## src/rtl/hlfp_pkg.sv

```systemverilog
// ----------------------------------------------------------------------------
// hlfp_pkg
// Types and constants for the hold list frame parser.
// ----------------------------------------------------------------------------
package hlfp_pkg;

	localparam int unsigned QUEUE_DEPTH = 4;

	localparam logic [7:0] CH_TILDE = 8'h7E;
	localparam logic [7:0] CH_STAR  = 8'h2A;
	localparam logic [7:0] CH_HASH  = 8'h23;
	localparam logic [7:0] CH_COMMA = 8'h2C;
	localparam logic [7:0] CH_PLUS  = 8'h2B;
	localparam logic [7:0] CH_MINUS = 8'h2D;
	localparam logic [7:0] CH_ZERO  = 8'h30;
	localparam logic [7:0] CH_NINE  = 8'h39;
	localparam logic [7:0] CH_SPACE = 8'h20;
	localparam logic [7:0] CH_TAB   = 8'h09;
	localparam logic [7:0] CH_CR    = 8'h0D;
	localparam logic [7:0] CH_E     = 8'h45;
	localparam logic [7:0] CH_F     = 8'h46;
	localparam logic [7:0] CH_L     = 8'h4C;
	localparam logic [7:0] CH_M     = 8'h4D;
	localparam logic [7:0] CH_P     = 8'h50;
	localparam logic [7:0] CH_R     = 8'h52;
	localparam logic [7:0] CH_S     = 8'h53;

	localparam logic [16:0] VALUE_SAT = 17'd65536;

	typedef enum logic [2:0] {
		KIND_HOLD        = 3'd0,
		KIND_PROBLEM_END = 3'd1,
		KIND_CFG_START   = 3'd2,
		KIND_CFG_BYTE    = 3'd3,
		KIND_CFG_END     = 3'd4
	} kind_t;

	typedef enum logic [1:0] {
		PH_LETTER = 2'd0,
		PH_PRE    = 2'd1,
		PH_SIGNED = 2'd2,
		PH_DIGITS = 2'd3
	} phase_t;

	typedef struct packed {
		logic [7:0]  config_char;
		logic        problem_valid;
		logic [15:0] hold_position;
		logic [7:0]  hold_letter;
		kind_t       kind;
		logic        last;
	} result_t;

	function automatic logic is_hold_letter(input logic [7:0] c);
		return c == CH_E || c == CH_F || c == CH_L || c == CH_M ||
			c == CH_P || c == CH_R || c == CH_S;
	endfunction

	function automatic logic is_space(input logic [7:0] c);
		return c == CH_SPACE || (c >= CH_TAB && c <= CH_CR);
	endfunction

endpackage

```

## src/rtl/hold_list_frame_parser.sv

```systemverilog
// ----------------------------------------------------------------------------
// hold_list_frame_parser
// Byte-serial parser for framed hold lists with an embedded config channel.
// ----------------------------------------------------------------------------
// Usage:
//   s_axis carries one received ASCII byte per transaction in tdata[7:0].
//   m_axis carries parsed results; tuser is the result kind, tlast marks the
//   last result caused by one input byte (a closing '#' may cause two).
//   A byte is registered on accept and decoded against the parser state once
//   the queue has room; its results are written into a four-entry output queue.
//   Results pass through the input register and the output queue to m_axis.
//   Throughput: one byte per cycle while each byte yields at most one result
//   and m_axis_tready stays high; a byte yielding two results occupies the single
//   output port for both of them, so the output port sets the sustained rate.
//   Decoding waits while fewer than two queue entries are free, and s_axis
//   ready drops only when the input register is full and cannot advance.
//   A stalled receiver therefore backs up into the input after the queue
//   fills. Reset empties the queue and returns the parser to the state
//   outside any frame.
// ----------------------------------------------------------------------------
module hold_list_frame_parser (
	input  logic        clk,
	input  logic        arst_n,
	input  logic        s_axis_tvalid,
	output logic        s_axis_tready,
	input  logic [7:0]  s_axis_tdata,  // [7:0] rx_byte
	output logic        m_axis_tvalid,
	input  logic        m_axis_tready,
	output logic [39:0] m_axis_tdata,  // [7:0] hold_letter, [23:8] hold_position,
	                                   // [24] problem_valid, [32:25] config_char
	output logic [2:0]  m_axis_tuser,  // [2:0] kind
	output logic        m_axis_tlast   // last_of_run
);

	localparam int unsigned QUEUE_DEPTH = hlfp_pkg::QUEUE_DEPTH;
	localparam int unsigned PW = (QUEUE_DEPTH > 1) ? $clog2(QUEUE_DEPTH) : 1;
	localparam int unsigned CW = $clog2(QUEUE_DEPTH + 1);

	logic                  valid_s1;
	logic [7:0]            byte_s1;
	logic                  advance;

	logic                  in_config_q;
	logic                  in_problem_q;
	hlfp_pkg::phase_t      phase_q;
	logic                  neg_q;
	logic [16:0]           value_q;
	logic [7:0]            letter_q;
	logic                  err_q;

	logic                  in_config_d;
	logic                  in_problem_d;
	hlfp_pkg::phase_t      phase_d;
	logic                  neg_d;
	logic [16:0]           value_d;
	logic [7:0]            letter_d;
	logic                  err_d;

	hlfp_pkg::result_t     res0;
	hlfp_pkg::result_t     res1;
	logic [1:0]            res_cnt;

	hlfp_pkg::result_t     queue_q [QUEUE_DEPTH];
	logic [PW-1:0]         wr_ptr_q;
	logic [PW-1:0]         rd_ptr_q;
	logic [CW-1:0]         count_q;
	logic                  pop;
	logic [1:0]            push_n;

	logic                  tok_valid;
	logic                  is_digit;
	logic [19:0]           value_x10;
	logic [19:0]           value_sum;
	hlfp_pkg::result_t     hold_res;
	hlfp_pkg::result_t     blank_res;
	hlfp_pkg::result_t     head;

	assign advance       = valid_s1 && (count_q <= CW'(QUEUE_DEPTH - 2));
	assign s_axis_tready = !valid_s1 || advance;

	always_ff @(posedge clk or negedge arst_n) begin
		if (!arst_n) begin
			valid_s1 <= 1'b0;
		end else if (s_axis_tready) begin
			valid_s1 <= s_axis_tvalid;
		end
	end

	always_ff @(posedge clk) begin
		if (s_axis_tvalid && s_axis_tready) begin
			byte_s1 <= s_axis_tdata;
		end
	end

	assign tok_valid = (phase_q == hlfp_pkg::PH_DIGITS) && !value_q[16] &&
		!(neg_q && value_q != 17'd0);
	assign is_digit  = byte_s1 >= hlfp_pkg::CH_ZERO && byte_s1 <= hlfp_pkg::CH_NINE;
	assign value_x10 = {value_q, 3'b000} + {2'b00, value_q, 1'b0};
	assign value_sum = value_x10 + {16'd0, byte_s1[3:0]};

	always_comb begin
		blank_res               = '0;
		blank_res.kind          = hlfp_pkg::KIND_HOLD;
		hold_res                = blank_res;
		hold_res.hold_letter    = letter_q;
		hold_res.hold_position  = value_q[15:0];
	end

	// decode of one byte against the parser state
	always_comb begin
		in_config_d  = in_config_q;
		in_problem_d = in_problem_q;
		phase_d      = phase_q;
		neg_d        = neg_q;
		value_d      = value_q;
		letter_d     = letter_q;
		err_d        = err_q;
		res0         = blank_res;
		res1         = blank_res;
		res_cnt      = 2'd0;
		priority if (byte_s1 == hlfp_pkg::CH_TILDE) begin
			in_config_d      = 1'b1;
			res0.kind        = hlfp_pkg::KIND_CFG_START;
			res0.config_char = byte_s1;
			res0.last        = 1'b1;
			res_cnt          = 2'd1;
		end else if (in_config_q) begin
			res0.config_char = byte_s1;
			res0.last        = 1'b1;
			res_cnt          = 2'd1;
			if (byte_s1 == hlfp_pkg::CH_STAR) begin
				in_config_d = 1'b0;
				res0.kind   = hlfp_pkg::KIND_CFG_END;
			end else begin
				res0.kind   = hlfp_pkg::KIND_CFG_BYTE;
			end
		end else if (byte_s1 == hlfp_pkg::CH_HASH) begin
			in_problem_d = !in_problem_q;
			err_d        = 1'b0;
			phase_d      = hlfp_pkg::PH_LETTER;
			neg_d        = 1'b0;
			value_d      = '0;
			letter_d     = '0;
			if (in_problem_q) begin
				if (!err_q && tok_valid) begin
					res0               = hold_res;
					res1.kind          = hlfp_pkg::KIND_PROBLEM_END;
					res1.problem_valid = 1'b1;
					res1.last          = 1'b1;
					res_cnt            = 2'd2;
				end else begin
					res0.kind          = hlfp_pkg::KIND_PROBLEM_END;
					res0.last          = 1'b1;
					res_cnt            = 2'd1;
				end
			end
		end else if (in_problem_q) begin
			if (byte_s1 == hlfp_pkg::CH_COMMA) begin
				phase_d  = hlfp_pkg::PH_LETTER;
				neg_d    = 1'b0;
				value_d  = '0;
				letter_d = '0;
				if (!err_q) begin
					if (tok_valid) begin
						res0      = hold_res;
						res0.last = 1'b1;
						res_cnt   = 2'd1;
					end else begin
						err_d = 1'b1;
					end
				end
			end else if (!err_q) begin
				unique case (phase_q)
					hlfp_pkg::PH_LETTER: begin
						if (hlfp_pkg::is_hold_letter(byte_s1)) begin
							letter_d = byte_s1;
							phase_d  = hlfp_pkg::PH_PRE;
						end else begin
							err_d = 1'b1;
						end
					end
					default: begin
						if (phase_q == hlfp_pkg::PH_PRE && hlfp_pkg::is_space(byte_s1)) begin
							phase_d = phase_q;
						end else if (phase_q == hlfp_pkg::PH_PRE &&
							(byte_s1 == hlfp_pkg::CH_PLUS ||
							 byte_s1 == hlfp_pkg::CH_MINUS)) begin
							neg_d   = byte_s1 == hlfp_pkg::CH_MINUS;
							phase_d = hlfp_pkg::PH_SIGNED;
						end else if (is_digit) begin
							value_d = (value_sum > {3'b000, hlfp_pkg::VALUE_SAT}) ?
								hlfp_pkg::VALUE_SAT : value_sum[16:0];
							phase_d = hlfp_pkg::PH_DIGITS;
						end else begin
							err_d = 1'b1;
						end
					end
				endcase
			end
		end else begin
			// bytes outside any frame are dropped
		end
	end

	always_ff @(posedge clk or negedge arst_n) begin
		if (!arst_n) begin
			in_config_q  <= 1'b0;
			in_problem_q <= 1'b0;
			phase_q      <= hlfp_pkg::PH_LETTER;
			neg_q        <= 1'b0;
			value_q      <= '0;
			letter_q     <= '0;
			err_q        <= 1'b0;
		end else if (advance) begin
			in_config_q  <= in_config_d;
			in_problem_q <= in_problem_d;
			phase_q      <= phase_d;
			neg_q        <= neg_d;
			value_q      <= value_d;
			letter_q     <= letter_d;
			err_q        <= err_d;
		end
	end

	// output queue
	assign push_n = advance ? res_cnt : 2'd0;
	assign pop    = m_axis_tvalid && m_axis_tready;

	always_ff @(posedge clk) begin
		if (push_n != 2'd0) begin
			queue_q[wr_ptr_q] <= res0;
		end
		if (push_n == 2'd2) begin
			queue_q[PW'(wr_ptr_q + PW'(1))] <= res1;
		end
	end

	always_ff @(posedge clk or negedge arst_n) begin
		if (!arst_n) begin
			wr_ptr_q <= '0;
			rd_ptr_q <= '0;
			count_q  <= '0;
		end else begin
			wr_ptr_q <= PW'(wr_ptr_q + PW'(push_n));
			rd_ptr_q <= PW'(rd_ptr_q + PW'(pop));
			count_q  <= CW'(count_q + CW'(push_n) - CW'(pop));
		end
	end

	assign head          = queue_q[rd_ptr_q];
	assign m_axis_tvalid = count_q != '0;
	assign m_axis_tuser  = head.kind;
	assign m_axis_tlast  = head.last;
	assign m_axis_tdata  = {7'd0, head.config_char, head.problem_valid,
		head.hold_position, head.hold_letter};

`ifndef SYNTHESIS
	a_count_bound: assert property (@(posedge clk) disable iff (!arst_n)
		count_q <= CW'(QUEUE_DEPTH))
		else $error("output queue overflow");

	a_only_hold_open: assert property (@(posedge clk) disable iff (!arst_n)
		m_axis_tvalid && m_axis_tuser != hlfp_pkg::KIND_HOLD |-> m_axis_tlast)
		else $error("non-hold result not last of run");

	a_hold_letter: assert property (@(posedge clk) disable iff (!arst_n)
		m_axis_tvalid && m_axis_tuser == hlfp_pkg::KIND_HOLD |->
		hlfp_pkg::is_hold_letter(m_axis_tdata[7:0]))
		else $error("hold result with bad letter");

	a_tilde_config: assert property (@(posedge clk) disable iff (!arst_n)
		advance && byte_s1 == hlfp_pkg::CH_TILDE |=> in_config_q)
		else $error("tilde did not enter configuration");
`endif

endmodule
```

## config.mk

```make
export PLATFORM = sky130hd
export DESIGN_NAME = hold_list_frame_parser
export DESIGN_NICKNAME = d
export VERILOG_FILES = /design/src/rtl/hlfp_pkg.sv /design/src/rtl/hold_list_frame_parser.sv
export SDC_FILE = /design/constraint.sdc
export NUM_CORES = 1
export LEC_CHECK = 0
export BUFFER_PORTS_ARGS = -buffer_cell sky130_fd_sc_hd__clkbuf_2
export CAP_MARGIN = 20
export CORE_MARGIN = 2
export CORE_UTILIZATION = 32
export CTS_CLUSTER_SIZE = 8
export DETAILED_ROUTE_END_ITERATION = 10
export PLACE_DENSITY = 0.51
export RECOVER_POWER = 50
export SYNTH_ARGS = -nofsm -noshare
export SYNTH_HDL_FRONTEND = slang
export SYNTH_SLANG_ARGS = --single-unit
export TNS_END_PERCENT = 30
```

## constraint.sdc

```tcl
create_clock -name clk -period 4.1 [get_ports clk]
set_clock_uncertainty 0.1 [all_clocks]
set_input_delay 0.82 -clock clk [delete_from_list [all_inputs] [get_ports clk]]
set_output_delay 0.82 -clock clk [all_outputs]
set_load 0.02 [all_outputs]
```

# After elaboration in Yosys (flattened, before gate mapping)
# Memories as Yosys holds them, arrays and structs flattened.
# Cells that the tools add are included.
# classes
addsub	7
mul	0
n_div	0
magnitude_cmp	6
n_eq_ne	23
shifts	0
n_mux	84
n_bitwise	2
n_reduce_logical	41
# ops
cell	count
2-to-1 mux 17 bit	9
2-to-1 mux 28 bit	5
equality test 8 x 7 -> 1 bit, second input constant	8
2-to-1 mux 8 bit	8
2-to-1 mux 25 bit	2
equality test 8 x 6 -> 1 bit, second input constant	6
2-to-1 mux 2 bit	21
2-to-1 mux 37 bit	1
2-to-1 mux 1 bit	34
2-to-1 mux 24 bit	1
adder 20 x 18 -> 20 bit	1
adder 20 x 4 -> 20 bit	1
greater-than comparator 20 x 17 -> 1 bit, second input constant	1
nonzero test 17 bit	1
AND reduction 8 bit	2
nonzero test 3 bit	5
logical AND 1 bit	11
logical OR 1 bit	9
inequality test 3 bit, second input constant	3
AND reduction 9 bit	1
>= comparator 8 x 4 -> 1 bit, second input constant	1
>= comparator 8 x 6 -> 1 bit, second input constant	1
less-or-equal comparator 8 x 4 -> 1 bit, second input constant	1
less-or-equal comparator 8 x 6 -> 1 bit, second input constant	1
other kinds (20)	29
# word_totals
register_bits	47
latchBits	0
ramBits	148
mem_bits_ro	0
output_inout_bits	46
elab_cells	176
n_memories	1
# mem_list
memory	depth	word_bits	rd	rd_ports_with_merged_regs	write_ports	line_no	rtl
queue_q	4	37	1	0	2	hold_list_frame_parser.sv:63	hlfp_pkg::result_t queue_q [QUEUE_DEPTH];

# Longest topological paths before layout
# logic_depth
ltp_word	15
depth_mapped	14

# Least setup slack after synthesis
# OpenSTA, ideal clock, no wires.
# synth_path
kind	register to register
start	reg byte_s1[3]
end	reg value_q[2]
setup_ns	0.096
t_arrival_ns	3.244
setup_slack_ns	0.660
path_stages_with_launch	15
path_buffers	2
synth_period_minus_slack_ns	3.440
path_cell_list	edfxtp_1 buf_2 inv_2 fa_1 inv_1 ha_1 a211oi_1 o211ai_1 a2111oi_0 nor2_1 xnor2_1 and2_1 buf_6 nand2_4 o32ai_2
# synth_via
elab_chain_cells	11
elab_cells_between_ends	35
cone_classes	add/sub: 1; order compare: 5; eq/ne: 10; mux: 9; bitwise: 1; reduce/logical: 9
# synth_lines
item	line_no	rtl
start: declaration	hold_list_frame_parser.sv:40	logic [7:0] byte_s1;
start signal: assignment	hold_list_frame_parser.sv:91	byte_s1 <= s_axis_tdata;
adder 20 x 4 -> 20 bit	hold_list_frame_parser.sv:99	assign value_sum = value_x10 + {16'd0, byte_s1[3:0]};
greater-than comparator 20 x 17 -> 1 bit	hold_list_frame_parser.sv:191	value_d = (value_sum > {3'b000, hlfp_pkg::VALUE_SAT}) ?
2-to-1 mux 17 bit	hold_list_frame_parser.sv:191	
2-to-1 mux 17 bit	hold_list_frame_parser.sv:190	end else if (is_digit) begin
2-to-1 mux 17 bit	hold_list_frame_parser.sv:185	end else if (phase_q == hlfp_pkg::PH_PRE &&
2-to-1 mux 17 bit	hold_list_frame_parser.sv:183	if (phase_q == hlfp_pkg::PH_PRE && hlfp_pkg::is_space(byte_s1)) begin
2-to-1 mux 17 bit	hold_list_frame_parser.sv:173	unique case (phase_q)
2-to-1 mux 17 bit	hold_list_frame_parser.sv:172	end else if (!err_q) begin
2-to-1 mux 17 bit	hold_list_frame_parser.sv:158	if (byte_s1 == hlfp_pkg::CH_COMMA) begin
2-to-1 mux 17 bit	hold_list_frame_parser.sv:157	end else if (in_problem_q) begin
2-to-1 mux 17 bit	hold_list_frame_parser.sv:137	end else if (byte_s1 == hlfp_pkg::CH_HASH) begin
end signal: assignment	hold_list_frame_parser.sv:219	value_q <= value_d;
end: declaration	hold_list_frame_parser.sv:47	logic [16:0] value_q;
# Several ways; a longest one is shown, not always the timed one. The select of a mux whose other input is x is not followed.
# A chain may end at the register's enable or synchronous reset.

# Worst setup path after layout
# layout_path
start	reg rd_ptr_q[0]
end	out m_axis_tdata[32]
# layout_via
elab_chain_cells	1
# layout_lines
item	line_no	rtl
start: declaration	hold_list_frame_parser.sv:65	logic [PW-1:0] rd_ptr_q;
start signal: assignment	hold_list_frame_parser.sv:245	rd_ptr_q <= PW'(rd_ptr_q + PW'(pop));
memory (4 x 37 bit)	--	
end: declaration	hold_list_frame_parser.sv:29	output logic [39:0] m_axis_tdata,
# No other way between the ends.

==> metrics.md <==
| Metric | Value |
|---|---|
| Outcome | `finished with violations` |
| Failing checks | `max-capacitance violations, max-slew violations` |
| Cell row count | `64` |
| Hold Path Origin | `letter_q[2]` |
| Antenna-violating nets left | `0` |
| Worst slack, placed | `0.3259 ns` |
| Num CTS Buffers | `17` |
| Hold Crit Class | `reg -> reg` |
| Core area | `0.03067 mm²` |
| Buffers & Inverters on Critical Path | `2` |
| Layout Utilization | `0.3668` |
| Critical path launch point | `rd_ptr_q[0]` |
| Post-route DRC | `0` |
| DIE AREA | `~0.033 mm²` |
| Number of diodes | `0` |
| Cell variety after synth | `70` |
| Syn_area_per_cell | `about 10 µm²` |
| Worst Slack Setup Final | `0.2819 ns` |
| Worst Max-Slew Pin Slew | `2.267 ns` |
| Async set-or-reset flop fraction in the synthesized netlist | `0.2000` |
| CP max FO | `20` |
| Cell family with most CP delay | `flip-flops` |
| CTS tree | `yes` |
| Reg2Reg Depth | `8` |
| Post-route setup TNS | `0 ns` |
| Setup crit end kind | `output pin` |
| Synthesis Warnings | `0` |
| Slowest cell on crit path | `dfrtp_1` |
| Most instantiated library cell after synthesis | `nor2_1` |
| Max clock buf depth | `2` |
| Peak Freq | `261.9 MHz` |
| Ports | `between 50 and 60` |
| R2r setup slk | `0.33 ns` |
| Number of global-route vias before repair | `7202` |
| Setup CP Type | `reg -> out` |
| Worst Path Arrival | `2.90 ns` |
| Synth Register Bits | `195` |
| Final period util | `0.9312` |
| Clock-pin slew on the worst setup and hold paths | `0.08 ns` |
| Sink Count | `195` |
| Routed len/inst | `18.25 µm` |
| CP dominant cell by count | `clkbuf_2` |
| Die Height | `180.9 µm` |
| Pin count of the biggest net entering global routing | `40` |
| DRT iter0 DRCs | `~390` |
| R2R Path End | `queue_q[1][26]` |
| Final Critical Period | `3.818 ns` |
| Max-slew violation count | `40` |
| IO buf count | `50` |
| Pwr/cell area | `424.1 mW/mm²` |
| Post-synthesis sequential area ratio | `0.4294` |
| Final setup viols | `0` |
| Global placer's final weighted congestion | `0.7986` |
| Via-per-instance ratio | `5.096` |
| Area grow syn2layout | `12.36%` |
| CP max stage delay | `1.23 ns` |
| Global-route usage over all layers | `0.1602` |
| Most frequent cells after synthesis | `nor2_1 (166), dfxtp_1 (136), mux2i_1 (129)` |
| WHS | `0.3695 ns` |
| Slew HR | `-0.5113` |
| Layout cell share with drive strength beyond 1 | `0.1422` |
| Root Buffer Master | `clkbuf_16` |
| Antenna violations before repair | `0` |
| Synth top area share | `0.2719` |
| Max Cap Violations | `1` |
| Crit-path cells | `clkbuf_2 -> mux4_2 -> clkbuf_2` |
| Iteration count of the initial detailed-routing pass | `5` |
| Die W | `180.9 µm` |
| Clock latency on the worst-skew pair | `0.45 ns` |
| Starting Density | `0.3265` |
| Mapped Area | `0.01001 mm²` |
| H-tree depth | `4` |
| Nets@finish | `1060` |
| Pleak | `5.400 nW` |
| Crit path required time | `approximately 3.2 ns` |
| Reg-to-reg startpoint | `value_q[1]` |
| DP Wirelength | `between 15000 and 20000 µm` |
| First-pass GRT wire length | `just over 40000 µm` |
| RSZ-0062 raised after global routing | `false` |
| Routed Wire Length | `roughly 26000 µm` |
| GR Overflow Total | `0` |
| Startpoint types | `flop` |
| DR vias | `7216` |
| Critical path endpoint | `m_axis_tdata[32]` |
| Post-synth top area cell | `dfxtp_1` |
| WP depth | `3` |
| Post-synth EDFFs | `20` |
| Synth area leaders | `dfxtp_1 (27%), mux2i_1 (13%), dfrtp_1 (9.7%), mux4_2 (8.3%), nor2_1 (6.2%)` |
| Final hold vios | `0` |
| Synth Flop Type | `dfxtp_1` |
| Synth Instances | `between 900 and 1000` |
| Max VDD drop | `286.8 µV` |
## registers in the layout, summed over array words and instances, names as in the netlist
register / flops
in_config_q: 1
value_q: 17
count_q: 3
rd_ptr_q: 2
neg_q: 1
queue_q: 148
in_problem_q: 1
err_q: 1
wr_ptr_q: 2
phase_q: 2
valid_s1: 1
letter_q: 8
byte_s1: 8
## worst min path at each step
stage          slack (ns)  cells past startpoint     endpoint
2_1_floorplan        0.34                      2  letter_q[2]
3_3_place_gp         0.35                      2  letter_q[2]
3_5_place_dp         0.36                      2  letter_q[2]
4_1_cts              0.35                      2  letter_q[2]
5_1_grt              0.40                      1  letter_q[7]
6_report             0.37                      2  letter_q[2]
## worst register-to-register path: stages (launching register included)
cell       delay (ns)
dfrtp_1          0.46
nor4_1           0.35
nand4_1          0.29
a2111oi_4        0.48
buf_4            0.20
nand4_1          0.28
nor3_1           0.82
buf_4            0.53
nor2_1           0.12
## stage by stage
step	cell area, µm²	total power [mW]	std cells
2_1_floorplan	10030	2.873	972
3_3_place_gp	10750	3.180	1384
3_5_place_dp	10750	3.192	1384
4_1_cts	11330	4.851	1416
5_1_grt	11250	4.999	1416
6_report	11250	4.771	1416
## layer usage
metal,track usage,wire (µm)
met1,0.2288,13020
met2,0.2528,11870
met3,0.02479,685
met4,0.04097,263
met5,0,0
## area by class of cell
class,count,area [µm²]
timing repair buffer,74,417.9
sequential,195,4300
inverter,24,90.09
clock inverter,11,98.84
fill,3079,19420
clock buffer,21,481.7
multi-input combinational,695,5365
tap,396,495.5
## where the power goes
| part | internal, mW | total, mW | switching, mW |
|---|---|---|---|
| logic | 0.369 | 0.857 | 0.488 |
| clock network | 0.907 | 1.66 | 0.755 |
| registers | 2.02 | 2.25 | 0.229 |
| total | 3.30 | 4.77 | 1.47 |
## placed cells by master, fill, tap and decap left out, drive strengths merged, types with 10 or more instances in the layout
master,Yosys,routed
edfxtp,20,20
xnor2,12,12
and2,36,36
nor2,167,167
o21ai,30,30
nand2,53,53
buf,41,18
ha,38,38
a21o,10,10
nand2b,10,10
clkbuf,17,77
dfrtp,39,39
inv,23,24
mux2i,129,129
a21oi,38,38
nor4,10,10
nand4,10,10
mux4,37,37
dfxtp,136,136
## kinds of logic (layout without fill, tap and decap cells)
group                      Yosys count  count (layout)  share of synthesized area
DFF                                195             195                     0.4294
other                                1               7                  0.0003745
muxes                              168             168                     0.2144
buffers and inverters               82             130                    0.03961
xor gates and xnor gates            20              20                    0.01750
adders and majority gates           41              41                    0.05349
AOI/OAI and AO/OA                  129             129                    0.08773
and+or+nand+nor                    330             330                     0.1575
## what timing repair did
action | 4_1_cts | 5_1_grt
hold buffers | 0 | 0
gates resized for setup | 0 | 1
hold endpoints to repair | 0 | 0
setup endpoints to repair | 0 | 11
setup buffers | 0 | 0
No activity file was read; power rests on OpenSTA's default activity.
